### src/design/udrb_pkg.sv
`default_nettype none

package udrb_pkg;

    // Ring sizes
    localparam int TX_DEPTH = 16;
    localparam int RX_DEPTH = 16;

    // Index and fill counter widths
    localparam int TX_AW = $clog2(TX_DEPTH);
    localparam int RX_AW = $clog2(RX_DEPTH);
    localparam int TX_CW = $clog2(TX_DEPTH + 1);
    localparam int RX_CW = $clog2(RX_DEPTH + 1);

    // Field widths of the item formats
    localparam int CMD_W    = 3;
    localparam int BYTE_W   = 8;
    localparam int STATUS_W = 3;
    localparam int FILL_W   = 5;

    // Command codes on the input channel
    localparam logic [CMD_W-1:0] CMD_PUT   = 3'd0;
    localparam logic [CMD_W-1:0] CMD_GET   = 3'd1;
    localparam logic [CMD_W-1:0] CMD_LINE  = 3'd2;
    localparam logic [CMD_W-1:0] CMD_TXRDY = 3'd3;
    localparam logic [CMD_W-1:0] CMD_CLEAR = 3'd4;

    // Line control characters
    localparam logic [BYTE_W-1:0] CH_CR = 8'h0D;
    localparam logic [BYTE_W-1:0] CH_LF = 8'h0A;

    // Result status codes
    typedef enum logic [STATUS_W-1:0] {
        ST_OK      = 3'd0,
        ST_TX_FULL = 3'd1,
        ST_RX_EMPTY = 3'd2,
        ST_RX_DROP = 3'd3,
        ST_TX_IDLE = 3'd4
    } status_t;

    // Decoded operation handed from front to back
    typedef enum logic [2:0] {
        OP_NONE,
        OP_PUT,
        OP_GET,
        OP_LINE,
        OP_TXRDY,
        OP_CLEAR
    } op_t;

    typedef struct packed {
        logic [CMD_W-1:0]  cmd;
        logic [BYTE_W-1:0] data_byte;
    } in_item_t;

    typedef struct packed {
        logic [STATUS_W-1:0] status;
        logic [BYTE_W-1:0]   read_byte;
        logic                tx_valid;
        logic [BYTE_W-1:0]   tx_byte;
        logic                echo_lost;
        logic [FILL_W-1:0]   rx_fill;
        logic [FILL_W-1:0]   tx_fill;
        logic                cr_seen;
        logic                lf_seen;
    } out_item_t;

    typedef struct packed {
        op_t               op;
        logic [BYTE_W-1:0] data;
        logic              is_cr;
        logic              is_lf;
    } op_item_t;

endpackage

`default_nettype wire

### src/design/udrb_front.sv
`default_nettype none

module udrb_front (
    input  wire logic               clk,
    input  wire logic               rst_n,
    input  wire logic               in_valid,
    output logic                    in_stall,
    input  wire udrb_pkg::in_item_t in_item,
    output logic                    q_valid,
    output udrb_pkg::op_item_t      q_item,
    input  wire logic               q_pop
);

    udrb_pkg::op_item_t q_mem [2];
    logic       wr_ptr_reg, wr_ptr_next;
    logic       rd_ptr_reg, rd_ptr_next;
    logic [1:0] cnt_reg, cnt_next;
    logic       push;
    udrb_pkg::op_item_t dec;

    // Classify the incoming command
    always_comb
    begin
        dec.data  = in_item.data_byte;
        dec.is_cr = (in_item.data_byte == udrb_pkg::CH_CR);
        dec.is_lf = (in_item.data_byte == udrb_pkg::CH_LF);
        case (in_item.cmd)
            udrb_pkg::CMD_PUT:   dec.op = udrb_pkg::OP_PUT;
            udrb_pkg::CMD_GET:   dec.op = udrb_pkg::OP_GET;
            udrb_pkg::CMD_LINE:  dec.op = udrb_pkg::OP_LINE;
            udrb_pkg::CMD_TXRDY: dec.op = udrb_pkg::OP_TXRDY;
            udrb_pkg::CMD_CLEAR: dec.op = udrb_pkg::OP_CLEAR;
            default:             dec.op = udrb_pkg::OP_NONE;
        endcase
    end

    // Hold the input while both queue slots are taken
    assign in_stall = (cnt_reg == 2'd2);
    assign push     = in_valid && !in_stall;
    assign q_valid  = (cnt_reg != 2'd0);
    assign q_item   = q_mem[rd_ptr_reg];

    // Advance the queue pointers
    always_comb
    begin
        wr_ptr_next = push  ? ~wr_ptr_reg : wr_ptr_reg;
        rd_ptr_next = q_pop ? ~rd_ptr_reg : rd_ptr_reg;
        cnt_next    = cnt_reg;
        if (push && !q_pop)
        begin
            cnt_next = cnt_reg + 2'd1;
        end
        else if (!push && q_pop)
        begin
            cnt_next = cnt_reg - 2'd1;
        end
    end

    always_ff @(posedge clk or negedge rst_n)
    begin
        if (!rst_n)
        begin
            wr_ptr_reg <= 1'b0;
            rd_ptr_reg <= 1'b0;
            cnt_reg    <= 2'd0;
        end
        else
        begin
            wr_ptr_reg <= wr_ptr_next;
            rd_ptr_reg <= rd_ptr_next;
            cnt_reg    <= cnt_next;
        end
    end

    // Store the decoded item
    always_ff @(posedge clk)
    begin
        if (push)
        begin
            q_mem[wr_ptr_reg] <= dec;
        end
    end

endmodule

`default_nettype wire

### src/design/udrb_back.sv
`default_nettype none

module udrb_back (
    input  wire logic               clk,
    input  wire logic               rst_n,
    input  wire logic               echo_en,
    input  wire logic               q_valid,
    input  wire udrb_pkg::op_item_t q_item,
    output logic                    q_pop,
    output logic                    out_valid,
    input  wire logic               out_stall,
    output udrb_pkg::out_item_t     out_item
);

    logic [udrb_pkg::BYTE_W-1:0] tx_mem [udrb_pkg::TX_DEPTH];
    logic [udrb_pkg::BYTE_W-1:0] rx_mem [udrb_pkg::RX_DEPTH];

    logic [udrb_pkg::TX_AW-1:0] tx_head_reg, tx_head_next;
    logic [udrb_pkg::TX_AW-1:0] tx_tail_reg, tx_tail_next;
    logic [udrb_pkg::TX_CW-1:0] tx_cnt_reg, tx_cnt_next;
    logic [udrb_pkg::RX_AW-1:0] rx_head_reg, rx_head_next;
    logic [udrb_pkg::RX_AW-1:0] rx_tail_reg, rx_tail_next;
    logic [udrb_pkg::RX_CW-1:0] rx_cnt_reg, rx_cnt_next;
    logic cr_reg, cr_next;
    logic lf_reg, lf_next;
    logic out_valid_reg, out_valid_next;

    // Result payload
    udrb_pkg::status_t           status_reg, status_next;
    logic [udrb_pkg::BYTE_W-1:0] read_byte_reg;
    logic [udrb_pkg::BYTE_W-1:0] tx_byte_reg;
    logic                        tx_valid_reg;
    logic                        lost_reg, lost_next;
    logic [udrb_pkg::FILL_W-1:0] rx_fill_reg;
    logic [udrb_pkg::FILL_W-1:0] tx_fill_reg;
    logic                        cr_seen_reg;
    logic                        lf_seen_reg;

    logic go;
    logic get_ok;
    logic tx_pop;
    logic tx_wr;
    logic tx_wr_echo;
    logic rx_wr;
    logic tx_full;
    logic [udrb_pkg::TX_AW-1:0] tx_head_inc;
    logic [udrb_pkg::TX_AW-1:0] tx_tail_inc;
    logic [udrb_pkg::RX_AW-1:0] rx_head_inc;
    logic [udrb_pkg::RX_AW-1:0] rx_tail_inc;

    // Take the next item when the result register is free or drains
    assign go    = q_valid && (!out_valid_reg || !out_stall);
    assign q_pop = go;

    assign tx_full = (tx_cnt_reg == udrb_pkg::TX_CW'(udrb_pkg::TX_DEPTH));

    // Wrapping index steps
    assign tx_head_inc = (tx_head_reg == udrb_pkg::TX_AW'(udrb_pkg::TX_DEPTH - 1)) ?
                         '0 : tx_head_reg + udrb_pkg::TX_AW'(1);
    assign tx_tail_inc = (tx_tail_reg == udrb_pkg::TX_AW'(udrb_pkg::TX_DEPTH - 1)) ?
                         '0 : tx_tail_reg + udrb_pkg::TX_AW'(1);
    assign rx_head_inc = (rx_head_reg == udrb_pkg::RX_AW'(udrb_pkg::RX_DEPTH - 1)) ?
                         '0 : rx_head_reg + udrb_pkg::RX_AW'(1);
    assign rx_tail_inc = (rx_tail_reg == udrb_pkg::RX_AW'(udrb_pkg::RX_DEPTH - 1)) ?
                         '0 : rx_tail_reg + udrb_pkg::RX_AW'(1);

    // Carry out one command on the rings
    always_comb
    begin
        tx_head_next = tx_head_reg;
        tx_tail_next = tx_tail_reg;
        tx_cnt_next  = tx_cnt_reg;
        rx_head_next = rx_head_reg;
        rx_tail_next = rx_tail_reg;
        rx_cnt_next  = rx_cnt_reg;
        cr_next      = cr_reg;
        lf_next      = lf_reg;
        status_next  = udrb_pkg::ST_OK;
        lost_next    = 1'b0;
        get_ok       = 1'b0;
        tx_pop       = 1'b0;
        tx_wr        = 1'b0;
        tx_wr_echo   = 1'b0;
        rx_wr        = 1'b0;
        if (go)
        begin
            case (q_item.op)
                udrb_pkg::OP_PUT:
                begin
                    if (tx_full)
                    begin
                        status_next = udrb_pkg::ST_TX_FULL;
                    end
                    else
                    begin
                        tx_wr        = 1'b1;
                        tx_head_next = tx_head_inc;
                        tx_cnt_next  = tx_cnt_reg + udrb_pkg::TX_CW'(1);
                    end
                end
                udrb_pkg::OP_GET:
                begin
                    if (rx_cnt_reg == '0)
                    begin
                        status_next = udrb_pkg::ST_RX_EMPTY;
                    end
                    else
                    begin
                        get_ok       = 1'b1;
                        rx_tail_next = rx_tail_inc;
                        rx_cnt_next  = rx_cnt_reg - udrb_pkg::RX_CW'(1);
                        if (echo_en)
                        begin
                            if (tx_full)
                            begin
                                lost_next = 1'b1;
                            end
                            else
                            begin
                                tx_wr        = 1'b1;
                                tx_wr_echo   = 1'b1;
                                tx_head_next = tx_head_inc;
                                tx_cnt_next  = tx_cnt_reg + udrb_pkg::TX_CW'(1);
                            end
                        end
                    end
                end
                udrb_pkg::OP_LINE:
                begin
                    if (q_item.is_cr)
                    begin
                        cr_next = 1'b1;
                    end
                    if (q_item.is_lf)
                    begin
                        lf_next = 1'b1;
                    end
                    // Drop the byte when the write index would meet the read index
                    if (rx_head_inc != rx_tail_reg)
                    begin
                        rx_wr        = 1'b1;
                        rx_head_next = rx_head_inc;
                        rx_cnt_next  = rx_cnt_reg + udrb_pkg::RX_CW'(1);
                    end
                    else
                    begin
                        status_next = udrb_pkg::ST_RX_DROP;
                    end
                end
                udrb_pkg::OP_TXRDY:
                begin
                    if (tx_cnt_reg == '0)
                    begin
                        status_next = udrb_pkg::ST_TX_IDLE;
                    end
                    else
                    begin
                        tx_pop       = 1'b1;
                        tx_tail_next = tx_tail_inc;
                        tx_cnt_next  = tx_cnt_reg - udrb_pkg::TX_CW'(1);
                    end
                end
                udrb_pkg::OP_CLEAR:
                begin
                    cr_next = 1'b0;
                    lf_next = 1'b0;
                end
                default:
                begin
                end
            endcase
        end
    end

    // Result register valid: set on execute, drop when taken
    always_comb
    begin
        out_valid_next = out_valid_reg;
        if (go)
        begin
            out_valid_next = 1'b1;
        end
        else if (!out_stall)
        begin
            out_valid_next = 1'b0;
        end
    end

    always_ff @(posedge clk or negedge rst_n)
    begin
        if (!rst_n)
        begin
            tx_head_reg   <= '0;
            tx_tail_reg   <= '0;
            tx_cnt_reg    <= '0;
            rx_head_reg   <= '0;
            rx_tail_reg   <= '0;
            rx_cnt_reg    <= '0;
            cr_reg        <= 1'b0;
            lf_reg        <= 1'b0;
            out_valid_reg <= 1'b0;
        end
        else
        begin
            tx_head_reg   <= tx_head_next;
            tx_tail_reg   <= tx_tail_next;
            tx_cnt_reg    <= tx_cnt_next;
            rx_head_reg   <= rx_head_next;
            rx_tail_reg   <= rx_tail_next;
            rx_cnt_reg    <= rx_cnt_next;
            cr_reg        <= cr_next;
            lf_reg        <= lf_next;
            out_valid_reg <= out_valid_next;
        end
    end

    // Ring stores and result payload
    always_ff @(posedge clk)
    begin
        if (tx_wr)
        begin
            tx_mem[tx_head_reg] <= tx_wr_echo ? rx_mem[rx_tail_reg] : q_item.data;
        end
        if (rx_wr)
        begin
            rx_mem[rx_head_reg] <= q_item.data;
        end
        if (go)
        begin
            status_reg    <= status_next;
            read_byte_reg <= get_ok ? rx_mem[rx_tail_reg] : '0;
            tx_valid_reg  <= tx_pop;
            tx_byte_reg   <= tx_pop ? tx_mem[tx_tail_reg] : '0;
            lost_reg      <= lost_next;
            rx_fill_reg   <= udrb_pkg::FILL_W'(rx_cnt_next);
            tx_fill_reg   <= udrb_pkg::FILL_W'(tx_cnt_next);
            cr_seen_reg   <= cr_next;
            lf_seen_reg   <= lf_next;
        end
    end

    assign out_valid          = out_valid_reg;
    assign out_item.status    = status_reg;
    assign out_item.read_byte = read_byte_reg;
    assign out_item.tx_valid  = tx_valid_reg;
    assign out_item.tx_byte   = tx_byte_reg;
    assign out_item.echo_lost = lost_reg;
    assign out_item.rx_fill   = rx_fill_reg;
    assign out_item.tx_fill   = tx_fill_reg;
    assign out_item.cr_seen   = cr_seen_reg;
    assign out_item.lf_seen   = lf_seen_reg;

endmodule

`default_nettype wire

### src/design/uart_dual_ring_buffer.sv
// UART transmit and receive rings behind one command channel.
// Input channel (in_valid / in_stall / in_item): one command per item,
// host put, host get, line received byte, transmitter ready, or clear
// of the sticky CR/LF flags. Each item yields exactly one result item
// on the output channel (out_valid / out_stall / out_item) carrying
// status, the byte read, the byte sent to the line, echo loss, both
// fill levels and the sticky flags after the command.
// The taken item is written into the two-entry command queue; execute
// runs on the queue head and loads the result register unless out_stall
// holds a pending result there.
// Throughput: one item per cycle while out_stall is low; execute updates
// both rings together, so the next command sees the updated pointers.
// While out_stall is high the result holds, the queue fills, and after
// two more items in_stall rises.
// Configuration (cfg_valid / cfg_ready / cfg_data): writes echo_enable,
// always ready; write it only while no item is in flight.
// Reset empties both rings, clears the flags and echo_enable; ring
// contents are not cleared and carry no valid bits.
`default_nettype none

module uart_dual_ring_buffer (
    input  wire logic                clk,
    input  wire logic                rst_n,
    input  wire logic                in_valid,
    output logic                     in_stall,
    input  wire udrb_pkg::in_item_t  in_item,
    output logic                     out_valid,
    input  wire logic                out_stall,
    output udrb_pkg::out_item_t      out_item,
    input  wire logic                cfg_valid,
    output logic                     cfg_ready,
    input  wire logic                cfg_data
);

    logic               echo_reg;
    logic               q_valid;
    logic               q_pop;
    udrb_pkg::op_item_t q_item;

    // Echo enable register
    assign cfg_ready = 1'b1;

    always_ff @(posedge clk or negedge rst_n)
    begin
        if (!rst_n)
        begin
            echo_reg <= 1'b0;
        end
        else if (cfg_valid && cfg_ready)
        begin
            echo_reg <= cfg_data;
        end
    end

    udrb_front u_front (
        .clk      (clk),
        .rst_n    (rst_n),
        .in_valid (in_valid),
        .in_stall (in_stall),
        .in_item  (in_item),
        .q_valid  (q_valid),
        .q_item   (q_item),
        .q_pop    (q_pop)
    );

    udrb_back u_back (
        .clk       (clk),
        .rst_n     (rst_n),
        .echo_en   (echo_reg),
        .q_valid   (q_valid),
        .q_item    (q_item),
        .q_pop     (q_pop),
        .out_valid (out_valid),
        .out_stall (out_stall),
        .out_item  (out_item)
    );

    // Transmit fill never passes the ring depth
    a_tx_fill_bound: assert property (@(posedge clk) disable iff (!rst_n)
        out_valid |-> (out_item.tx_fill <= udrb_pkg::FILL_W'(udrb_pkg::TX_DEPTH)))
        else $error("transmit fill above ring depth");

    // Receive ring keeps one slot unused
    a_rx_fill_bound: assert property (@(posedge clk) disable iff (!rst_n)
        out_valid |-> (out_item.rx_fill < udrb_pkg::FILL_W'(udrb_pkg::RX_DEPTH)))
        else $error("receive fill reached ring depth");

    // A byte sent to the line always reports ok
    a_tx_status: assert property (@(posedge clk) disable iff (!rst_n)
        (out_valid && out_item.tx_valid) |-> (out_item.status == udrb_pkg::ST_OK))
        else $error("line byte sent with error status");

    // Echo is lost only with the transmit ring full
    a_echo_lost: assert property (@(posedge clk) disable iff (!rst_n)
        (out_valid && out_item.echo_lost) |->
            (out_item.tx_fill == udrb_pkg::FILL_W'(udrb_pkg::TX_DEPTH)))
        else $error("echo lost with room in transmit ring");

endmodule

`default_nettype wire
### config.mk
export PLATFORM = sky130hd
export DESIGN_NAME = uart_dual_ring_buffer
export DESIGN_NICKNAME = d
export VERILOG_FILES = /design/src/design/udrb_pkg.sv /design/src/design/udrb_front.sv /design/src/design/udrb_back.sv /design/src/design/uart_dual_ring_buffer.sv
export SDC_FILE = /design/constraint.sdc
export NUM_CORES = 1
export LEC_CHECK = 0
export BUFFER_PORTS_ARGS = -buffer_cell sky130_fd_sc_hd__buf_2
export CAP_MARGIN = 15
export CELL_PAD_IN_SITES_DETAIL_PLACEMENT = 0
export CELL_PAD_IN_SITES_GLOBAL_PLACEMENT = 1
export CORE_MARGIN = 10
export CORE_UTILIZATION = 58
export DETAILED_ROUTE_END_ITERATION = 10
export GPL_TIMING_DRIVEN = 0
export PLACE_DENSITY_LB_ADDON = 0.1
export SLEW_MARGIN = 20
export SYNTH_ARGS = -nofsm -noshare
export SYNTH_HDL_FRONTEND = slang
export SYNTH_HIERARCHICAL = 1
export SYNTH_SLANG_ARGS = --single-unit
### constraint.sdc
create_clock -name clk -period 5.95 [get_ports clk]
set_clock_uncertainty 0.2 [all_clocks]
set_input_delay 1.19 -clock clk [delete_from_list [all_inputs] [get_ports clk]]
set_output_delay 1.19 -clock clk [all_outputs]
set_load 0.02 [all_outputs]
==> results of run 1 <==
[per-layer routing]
metal  part of all wire (%)  vias to the layer above  routed length [um]  track usage (%)
met5                      0                        -                   0                0
met4                    1.5                        0                 424             4.62
met3                    7.4                       34                2140             3.82
met2                     48                      268               14000             29.9
met1                     43                     4011               12600             26.3
li1                       -                     3380                   -                -
[layout by cell type (no fill, tap or decap), drive strengths merged, types with 5 or more instances in the layout]
cell type,netlist,routed
a211oi,16,16
a21o,7,7
a21oi,24,24
and2,21,21
and3,21,21
buf,31,87
clkbuf,12,60
clkinv,0,12
dfrtp,34,34
edfxtp,315,315
ha,15,15
inv,13,15
mux2,23,23
mux2i,15,15
mux4,65,65
nand2,37,37
nand2b,5,5
nand3,9,9
nor2,38,38
nor2b,10,10
nor3,6,6
nor3b,6,6
o21ai,27,27
xnor2,12,12
xor2,6,6
[layout make-up]
| type | count | area (sq um) | area share (%) |
|---|---|---|---|
| clock buffer | 48 | 1010 | 6.14 |
| clock inverter | 18 | 191 | 1.17 |
| multi-input combinational | 402 | 3840 | 23.4 |
| sequential | 349 | 10300 | 62.8 |
| inverter | 13 | 48.8 | 0.297 |
| tap | 324 | 405 | 2.47 |
| buffer | 43 | 267 | 1.62 |
| timing repair buffer | 56 | 333 | 2.03 |
[stage by stage]
stage	util, %	setup TNS (ns)	std cells	area [sq um]	setup slack (ns)
detailed placement	62.3	0	1187	15200	2.07
global route	67.3	0	1253	16400	1.87
CTS	67.2	0	1253	16400	2.16
finish	67.3	0	1253	16400	2.15
global placement	62.0	-10.29	1182	15100	-0.235
floorplan	-	0	807	14500	1.68
[kinds of logic (layout without fill, tap and decap cells)]
group	count (synthesis)	in the layout	share of synthesized area, %
AND/OR/NAND/NOR	165	165	6.28
multiplexers	103	103	13.0
other	1	1	0.0259
AO/OA/AOI/OAI	100	100	4.74
flip-flops	349	349	71.3
buffers and inverters	56	178	2.18
adder cells (fa/ha/maj)	15	15	1.30
XOR/XNOR	18	18	1.14
[critical path, stage by stage (launching register included)]
cell and delay [ns]:
dfrtp_1 0.48, buf_6 0.20, mux2_2 0.39, nor3b_2 0.53
nand4_1 0.53, buf_2 0.35, o21ai_1 0.77
[power by group through the flow]
stage | clock network [mW] | registers (mW) | logic (mW)
after floorplan | 0 | 3.44 | 1.41
after global placement | 0 | 3.36 | 2.05
after detailed placement | 0 | 3.36 | 2.17
after CTS | 2.29 | 3.32 | 2.18
after global routing | 2.38 | 3.34 | 2.36
final | 2.24 | 3.32 | 2.16
[how the worst min path moves through the flow]
stage          cells past startpoint  slack [ns]                from            endpoint
3_3_place_gp                       1        0.27  u_front/cnt_reg[1]  u_front/cnt_reg[1]
4_1_cts                            1        0.29  u_front/wr_ptr_reg  u_front/wr_ptr_reg
6_report                           1        0.31  u_front/cnt_reg[1]  u_front/cnt_reg[1]
2_1_floorplan                      1        0.26  u_front/cnt_reg[1]  u_front/cnt_reg[1]
3_5_place_dp                       1        0.28  u_front/wr_ptr_reg  u_front/wr_ptr_reg
5_1_grt                            1        0.32  u_front/cnt_reg[1]  u_front/cnt_reg[1]
==> results.json, run 1 <==
{
  "via_per_inst": 6.14,
  "rsz0062_at_grt": "false",
  "synthArstFlopShare_pct": 9.74,
  "drive_gt1_share_pct": 27.0,
  "cts_sinks": 349,
  "p_sw_share_pct": 30.0,
  "synth_top_cells_by_area": "edfxtp_1, mux4_2, dfrtp_1, mux2_2, ha_1",
  "finalHoldViolations": 0,
  "synth.most_common_cell": "edfxtp_1",
  "avgSynthCellArea_sq_um": 17.9,
  "fin_crit_sh_pct": 63.9,
  "cp-startpoint": "u_front/rd_ptr_reg",
  "gp_congestion": 0.843,
  "p_switching_mw": 2.32,
  "cts_made_buffers": 36,
  "tightest_slew_ns": 1.07,
  "fin_nets": 933,
  "yosysSeqAreaShare_pct": 71.3,
  "endpoint": "u_back/tx_mem[10][6]",
  "antennaDiodeCount": 0,
  "antenna_found_initial": 0,
  "grt_pass1_vias": 7918,
  "synth_edf_count": 315,
  "die_h_um": 178,
  "hp-class": "reg -> reg",
  "synth_warnings": 6,
  "die-area_sq_mm": 0.0316,
  "post_cts_resize_count": 0,
  "crit_arrival_ns": 3.77,
  "power_mw": 7.72,
  "reg_top3": "u_back/rx_mem (128), u_back/tx_mem (128), u_front/q_mem (26)",
  "start_util_pct": 59.2,
  "cts.hold.buffers_added": 0,
  "final_antenna_net_count": 0,
  "portBuffers": 51,
  "clockPowerShare_pct": 29.0,
  "ys_ff_latch": 349,
  "grt_pass1_wl_um": 45400,
  "power_density_mw_per_mm2": 471,
  "cts_setup_buffers": 0,
  "drt_iter0_markers": 636,
  "finalMaxSlewViolations": 0,
  "combPwrFrac_pct": 28.0,
  "synth_cells": 807,
  "cts_htree_levels": 2,
  "cp_max_fo": 16,
  "postSynthNetCount": 839,
  "pin_count": 53,
  "cp-start-kind": "register",
  "grtUsageTotal_pct": 18.8,
  "syn_area_sq_mm": 0.0145,
  "outcome": "complete, no violations",
  "r2r_cells": 6,
  "r2r_slack_ns": 2.15,
  "drt_wl_total_um": 29100,
  "dp_hpwl_um": 19400,
  "clk_pin_slew_ns": 0.06,
  "fill_cells": 1666,
  "hold_slack_ns": 0.312,
  "area_delta_synth_final_pct": 13.5,
  "ys_types": 67,
  "p_seq_share_pct": 42.9,
  "fmax_ghz": 0.263,
  "cap_violations": 0,
  "p_int_mw": 5.40,
  "synth_top_cells_by_count": "edfxtp_1, mux4_2, nor2_1, nand2_1, dfrtp_1",
  "min_period_ns": 3.80,
  "peakVddDrop_v": 0.000301,
  "dr.pass1.iters": 5,
  "die_x_um": 178,
  "p_leak_nw": 5.68,
  "max_slew_margin_pct": 28.3,
  "setup_viol_count_final": 0,
  "grt_max_degree": 35,
  "cts_tree": "yes",
  "yosysTopAreaCell": "edfxtp_1",
  "end_kind": "register",
  "wl_per_cell_um": 23.2,
  "reg2reg_to": "u_back/tx_mem[10][6]",
  "path_class": "reg -> reg",
  "insertion_delay_ns": 0.51,
  "clock_tree.buffer_depth": 3,
  "synth_ff_type": "edfxtp_1",
  "drc": 0,
  "synth_top_area_share_pct": 65.5,
  "root_buffer": "clkbuf_16",
  "vias": 7693,
  "rows": 57,
  "regToRegStartpoint": "u_front/rd_ptr_reg",
  "core-area_sq_mm": 0.0244,
  "cp.required_ns": 5.93,
  "grt_overflow": 0
}
Power figures use the tool's default switching activity.
==> run 2: changes to the inputs <==
Settings changed: CORE_UTILIZATION 58 to 48.
Clock period 5.95 ns to 3.2 ns, I/O delays scaled along.
==> run 2 against run 1 <==
Register-to-register slack worse by 2.0 ns. Critical path depth up 2. Cell count up 6.1%. Largest cell class unchanged. Design area up 2.1%. Sequential power up 86%. Non-clock buffer count up 6. Hold slack worse by 0.27 ns. Combinational power up 92%. Critical path type unchanged. Utilization down 11 points. Die area up 18%. Critical endpoint is now u_back/tx_mem[15][0]. Worst setup slack worse by 2.0 ns.
==> results.json, run 2 (synthesis gave the netlist of run 1 again) <==
{
  "outcome": "complete, no violations",
  "cp.required_ns": 3.27,
  "crit_arrival_ns": 3.11,
  "r2r_slack_ns": 0.16,
  "path_delay_family": "multiplexers",
  "cpPeakStageDelay_ns": 0.56,
  "core-area_sq_mm": 0.0296,
  "p_leak_nw": 5.78,
  "regArea_sq_mm": 0.0103,
  "fin_crit_sh_pct": 95.0,
  "cts_made_buffers": 38,
  "fin_nets": 941,
  "cp_slowest_cell": "mux4_2",
  "cts_sinks": 349,
  "drive_gt1_share_pct": 31.7,
  "dr.pass1.iters": 5,
  "final_common_cell": "edfxtp_1",
  "crit_path_cell_trace": "buf_4, buf_2, mux4_2, mux2i_1, nor2_1, a21oi_1, o21ai_1, buf_4",
  "crit_buf_inv": 3,
  "die_h_um": 194,
  "r2r_cells": 8,
  "drt_wl_total_um": 30400,
  "multi_input_area_sq_mm": 0.00396,
  "portBuffers": 51,
  "cts_htree_levels": 2,
  "grt_pass1_vias": 7872,
  "die_x_um": 194,
  "regToRegStartpoint": "u_back/rx_tail_reg[0]",
  "hold_slack_ns": 0.0433,
  "end_kind": "register",
  "reg2reg_to": "u_back/tx_mem[15][0]",
  "grt_overflow": 0,
  "antennaDiodeCount": 0,
  "setup_viol_count_final": 0,
  "clock_tree.buffer_depth": 3,
  "via_per_inst": 5.65,
  "drc": 0,
  "pin_count": 53,
  "cap_violations": 0,
  "drt_iter0_markers": 554,
  "tightest_slew_ns": 0.893,
  "finalHoldViolations": 0,
  "vias": 7515,
  "power_density_mw_per_mm2": 882,
  "hp-class": "in -> async",
  "rsz0062_at_grt": "false",
  "area_delta_synth_final_pct": 15.9,
  "fill_cells": 2359,
  "cts.hold.buffers_added": 0,
  "min_period_ns": 3.04,
  "reg_top3": "u_back/rx_mem (128), u_back/tx_mem (128), u_front/q_mem (26)",
  "antenna_found_initial": 0,
  "grt_max_degree": 35,
  "rows": 63,
  "path_class": "reg -> reg",
  "max_slew_margin_pct": 40.4,
  "insertion_delay_ns": 0.52,
  "grt_pass1_wl_um": 46900,
  "wl_per_cell_um": 22.9,
  "final_antenna_net_count": 0,
  "cts_tree": "yes",
  "start_util_pct": 48.8,
  "root_buffer": "clkbuf_16",
  "fmax_ghz": 0.329,
  "setup_tns_ns": 0,
  "clk_pin_slew_ns": 0.06,
  "mostFrequentLayoutCells": "edfxtp_1, mux4_2, buf_2, clkbuf_16",
  "grtUsageTotal_pct": 16.0,
  "peakVddDrop_v": 0.000466,
  "cp-start-kind": "register",
  "gp_congestion": 0.813,
  "die-area_sq_mm": 0.0374,
  "dp_hpwl_um": 20400,
  "cp_max_fo": 12,
  "cpMostUsedCell": "buf_4",
  "finalMaxSlewViolations": 0
}
==> run 2: changes by cell type in the layout (fill, tap and decap cells not counted), sizes merged <==
cell,delta
buf,+6
bufinv,+2
clkinv,+2
clkbuf,-1
inv,+1
==> run 2: timing repair <==
| action | 4_1_cts | 5_1_grt |
|---|---|---|
| setup buffers | 3 | 1 |
| pin swaps | 3 | 2 |
| setup endpoints to repair | 384 | 279 |
| resized for setup | 33 | 23 |
==> run 2: final cells by class <==
type	count	area share, %
plain buffers	43	1.59
clock buffers	47	6.00
clock inverters	23	1.71
inverters	13	0.291
multi-input cells	402	23.6
flip-flops and latches	349	61.6
well taps	390	2.91
repair buffers	62	2.33
==> run 2: metrics by stage <==
step	total power, mW	instances	utilization (%)	worst slack [ns]	cell area, sq um
final	14.8	1329	56.5	0.159	16800
after global routing	15.5	1329	56.5	0.00443	16800
after CTS	14.9	1328	56.3	0.00241	16700
after detailed placement	10.4	1255	51.6	-0.797	15300
after global placement	10.2	1248	51.3	-1.69	15200
after floorplan	9.03	807	-	0.141	14500
==> run 2: worst reg2reg max path: stages, from the launching register on <==
cell,delay [ns]
dfrtp_1,0.34
buf_4,0.24
buf_2,0.35
mux4_2,0.57
mux2i_1,0.27
nor2_1,0.13
a21oi_1,0.27
o21ai_1,0.20
buf_4,0.22
==> run 2: worst max-delay path by stage <==
| stage | from | to | cells after the start |
|---|---|---|---|
| after floorplan | out_stall | u_back/tx_mem[0][0] | 3 |
| after global placement | out_stall | u_back/tx_mem[14][0] | 4 |
| after detailed placement | u_front/rd_ptr_reg | u_back/tx_mem[15][6] | 6 |
| after CTS | u_front/rd_ptr_reg | u_back/tx_mem[0][0] | 8 |
| after global routing | u_front/rd_ptr_reg | u_back/tx_mem[10][4] | 8 |
| final | u_back/rx_tail_reg[0] | u_back/tx_mem[15][0] | 8 |
==> run 2: routing by layer <==
layer  track usage, %  part of all wire (%)
met1             21.6                    44
met2             26.0                    49
met3             3.03                   5.6
met4             4.38                   1.8
met5                0                     0
==> run 2: report_power, final <==
part	internal, mW	total [mW]	switching [mW]
Combinational	1.62	4.15	2.53
Sequential	5.93	6.16	0.231
Clock	2.73	4.46	1.73
==> run 3: changes to the inputs <==
Settings changed: CORE_MARGIN 10 to 1.
Clock period 3.2 ns to 2.55 ns, I/O delays scaled along.
==> run 3 against run 2 <==
The run now ends with setup timing left. Worst setup slack worse by 0.26 ns. Register-to-register slack worse by 0.26 ns. Sequential share of layout area is 3.7 points lower. Clock-buffer cell count is 4 lower. Total power is 33% higher. Design area is 6.3% higher. Via count is 5.2% higher. Combinational power is 61% higher. Cell count is 3.8% higher. First-iteration DRC count is 6.0% higher. Sequential power is 26% higher. Utilization is 3.6 points higher. Critical path type unchanged. Critical endpoint is now u_back/tx_mem[5][7]. Largest cell class unchanged.
==> results.json, run 3 (synthesis gave the netlist of run 1 again) <==
{
  "die-area_sq_mm": 0.0308,
  "fmax_ghz": 0.377,
  "finalHoldViolations": 0,
  "cts_made_buffers": 38,
  "dr.pass1.iters": 5,
  "p_seq_share_pct": 39.3,
  "drc": 0,
  "finalMaxSlewViolations": 0,
  "fill_cells": 2215,
  "hp-start": "in_item[0]",
  "reg_top3": "u_back/rx_mem (128), u_back/tx_mem (128), u_front/q_mem (26)",
  "portBuffers": 51,
  "fin_nets": 997,
  "via_per_inst": 5.73,
  "peakVddDrop_v": 0.000636,
  "dp_hpwl_um": 20100,
  "core-area_sq_mm": 0.0296,
  "grt_overflow": 0,
  "p_leak_nw": 6.13,
  "rsz0062_at_grt": "true",
  "path_class": "reg -> reg",
  "vias": 7909,
  "grt_max_degree": 35,
  "dp_slack_ns": -1.16,
  "die_x_um": 176,
  "start_util_pct": 48.8,
  "cp.required_ns": 2.56,
  "power_density_mw_per_mm2": 1110,
  "drt_wl_total_um": 32500,
  "power_mw": 19.7,
  "cp-start-kind": "register",
  "p_int_mw": 13.5,
  "grtUsageTotal_pct": 21.5,
  "cts_tree": "yes",
  "final_antenna_net_count": 0,
  "regToRegStartpoint": "u_front/rd_ptr_reg",
  "crit_arrival_ns": 2.66,
  "clockPowerShare_pct": 26.9,
  "grt_pass1_vias": 8108,
  "clk_pin_slew_ns": 0.05,
  "max_slew_margin_pct": 38.0,
  "worst_slack_ns": -0.102,
  "cp-startpoint": "u_front/rd_ptr_reg",
  "antenna_found_initial": 0,
  "clock_tree.buffer_depth": 3,
  "end_kind": "register",
  "gp_congestion": 0.847,
  "mostFrequentLayoutCells": "edfxtp_1, mux4_2, buf_2, buf_4, clkbuf_16",
  "wl_per_cell_um": 23.6,
  "die_h_um": 176,
  "setup_viol_count_final": 143,
  "hp-class": "in -> reg",
  "regArea_sq_mm": 0.0103,
  "rows": 63,
  "outcome": "finished with violations",
  "cap_violations": 0,
  "drive_gt1_share_pct": 40.7,
  "pin_count": 53,
  "multi_input_area_sq_mm": 0.00450,
  "grt_pass1_wl_um": 48900,
  "combPwrFrac_pct": 33.8,
  "final_common_cell": "edfxtp_1",
  "cts_sinks": 349,
  "area_delta_synth_final_pct": 23.3,
  "p_sw_share_pct": 31.5,
  "tightest_slew_ns": 0.930,
  "insertion_delay_ns": 0.52,
  "min_period_ns": 2.65,
  "p_switching_mw": 6.20,
  "fin_crit_sh_pct": 104,
  "root_buffer": "clkbuf_16",
  "antennaDiodeCount": 0,
  "drt_iter0_markers": 587,
  "violations": "setup timing",
  "cts_htree_levels": 2,
  "cp_max_fo": 8
}
[run 3: changes by cell type in the layout (fill, tap and decap cells not counted), moves of 6 or more]
cell | before | now
buf_2 | 62 | 55
buf_6 | 6 | 13
nor2_1 | 36 | 30
a21oi_1 | 22 | 10
dlygate4sd3_1 | 0 | 6
o21ai_4 | 1 | 13
buf_4 | 20 | 52
nand2_1 | 36 | 25
nor2_2 | 1 | 7
a21oi_4 | 0 | 8
buf_12 | 1 | 14
and3_2 | 14 | 1
and3_4 | 1 | 16
clkbuf_1 | 18 | 9
[run 3: power by group through the flow]
stage                     clock network, mW  registers, mW  logic (mW)
after floorplan                           0           8.02        3.38
after global placement                    0           7.83        4.97
after detailed placement                  0           7.86        5.19
after CTS                              5.39           7.74        6.32
after global routing                   5.60           7.78        7.13
final                                  5.30           7.74        6.67
[run 3: layout make-up]
| cell class | instances | share of cell area (%) |
|---|---|---|
| buffer | 42 | 2.08 |
| tap | 390 | 2.74 |
| sequential | 349 | 57.9 |
| clock buffer | 43 | 5.56 |
| multi-input combinational | 408 | 25.3 |
| clock inverter | 22 | 1.16 |
| inverter | 13 | 0.288 |
| timing repair buffer | 113 | 5.02 |
[run 3: per-layer routing]
layer / track usage [%] / up-vias / part of all wire, %
met5: 0 / - / 0
met4: 5.80 / 0 / 1.9
met3: 3.79 / 50 / 4.8
met2: 36.0 / 200 / 50
met1: 29.2 / 4151 / 43
li1: - / 3508 / -
[run 3: critical path, stage by stage, from the launching register on]
cell and delay [ns]:
dfrtp_2 0.43, buf_8 0.13, mux2_4 0.33, nor3b_4 0.30, o21a_1 0.17, buf_6 0.13, nand2_8 0.07, nor3b_4 0.27
and2_4 0.29
[run 3: metrics by stage]
stage / hold WS, ns / cells / utilization, % / area, sq um / setup TNS, ns
after floorplan: 0.0144 / 807 / - / 14600 / -47.82
final: 0.0151 / 1380 / 60.1 / 17800 / -6.08
after detailed placement: 0.283 / 1250 / 51.9 / 15400 / -275.82
after global placement: 0.275 / 1248 / 51.7 / 15300 / -456.15
after global routing: 0.00944 / 1380 / 60.1 / 17800 / -24.39
after CTS: 0.00152 / 1368 / 59.1 / 17500 / -5.35
[run 3: final timing paths]
check                                              to  slack, ns  cells past startpoint
worst max-delay path              u_back/tx_mem[5][7]      -0.10                      8
worst min-delay path              u_front/q_mem[0][2]       0.02                      1
worst max register to register    u_back/tx_mem[5][7]      -0.10                      8
worst min register to register     u_front/cnt_reg[1]       0.30                      1
max in group asynchronous       u_back/rx_head_reg[0]       1.05                      2
min in group asynchronous          u_front/cnt_reg[0]       0.46                      2
[run 3: timing repair]
| action | in CTS | in global routing |
|---|---|---|
| gates resized for setup | 118 | 45 |
| hold endpoints to repair | 44 | 0 |
| hold buffers | 6 | 0 |
| gates cloned | 6 | 1 |
| buffers inserted | 43 | 12 |
| pin swaps | 25 | 24 |
| endpoints found under the setup margin | 432 | 370 |
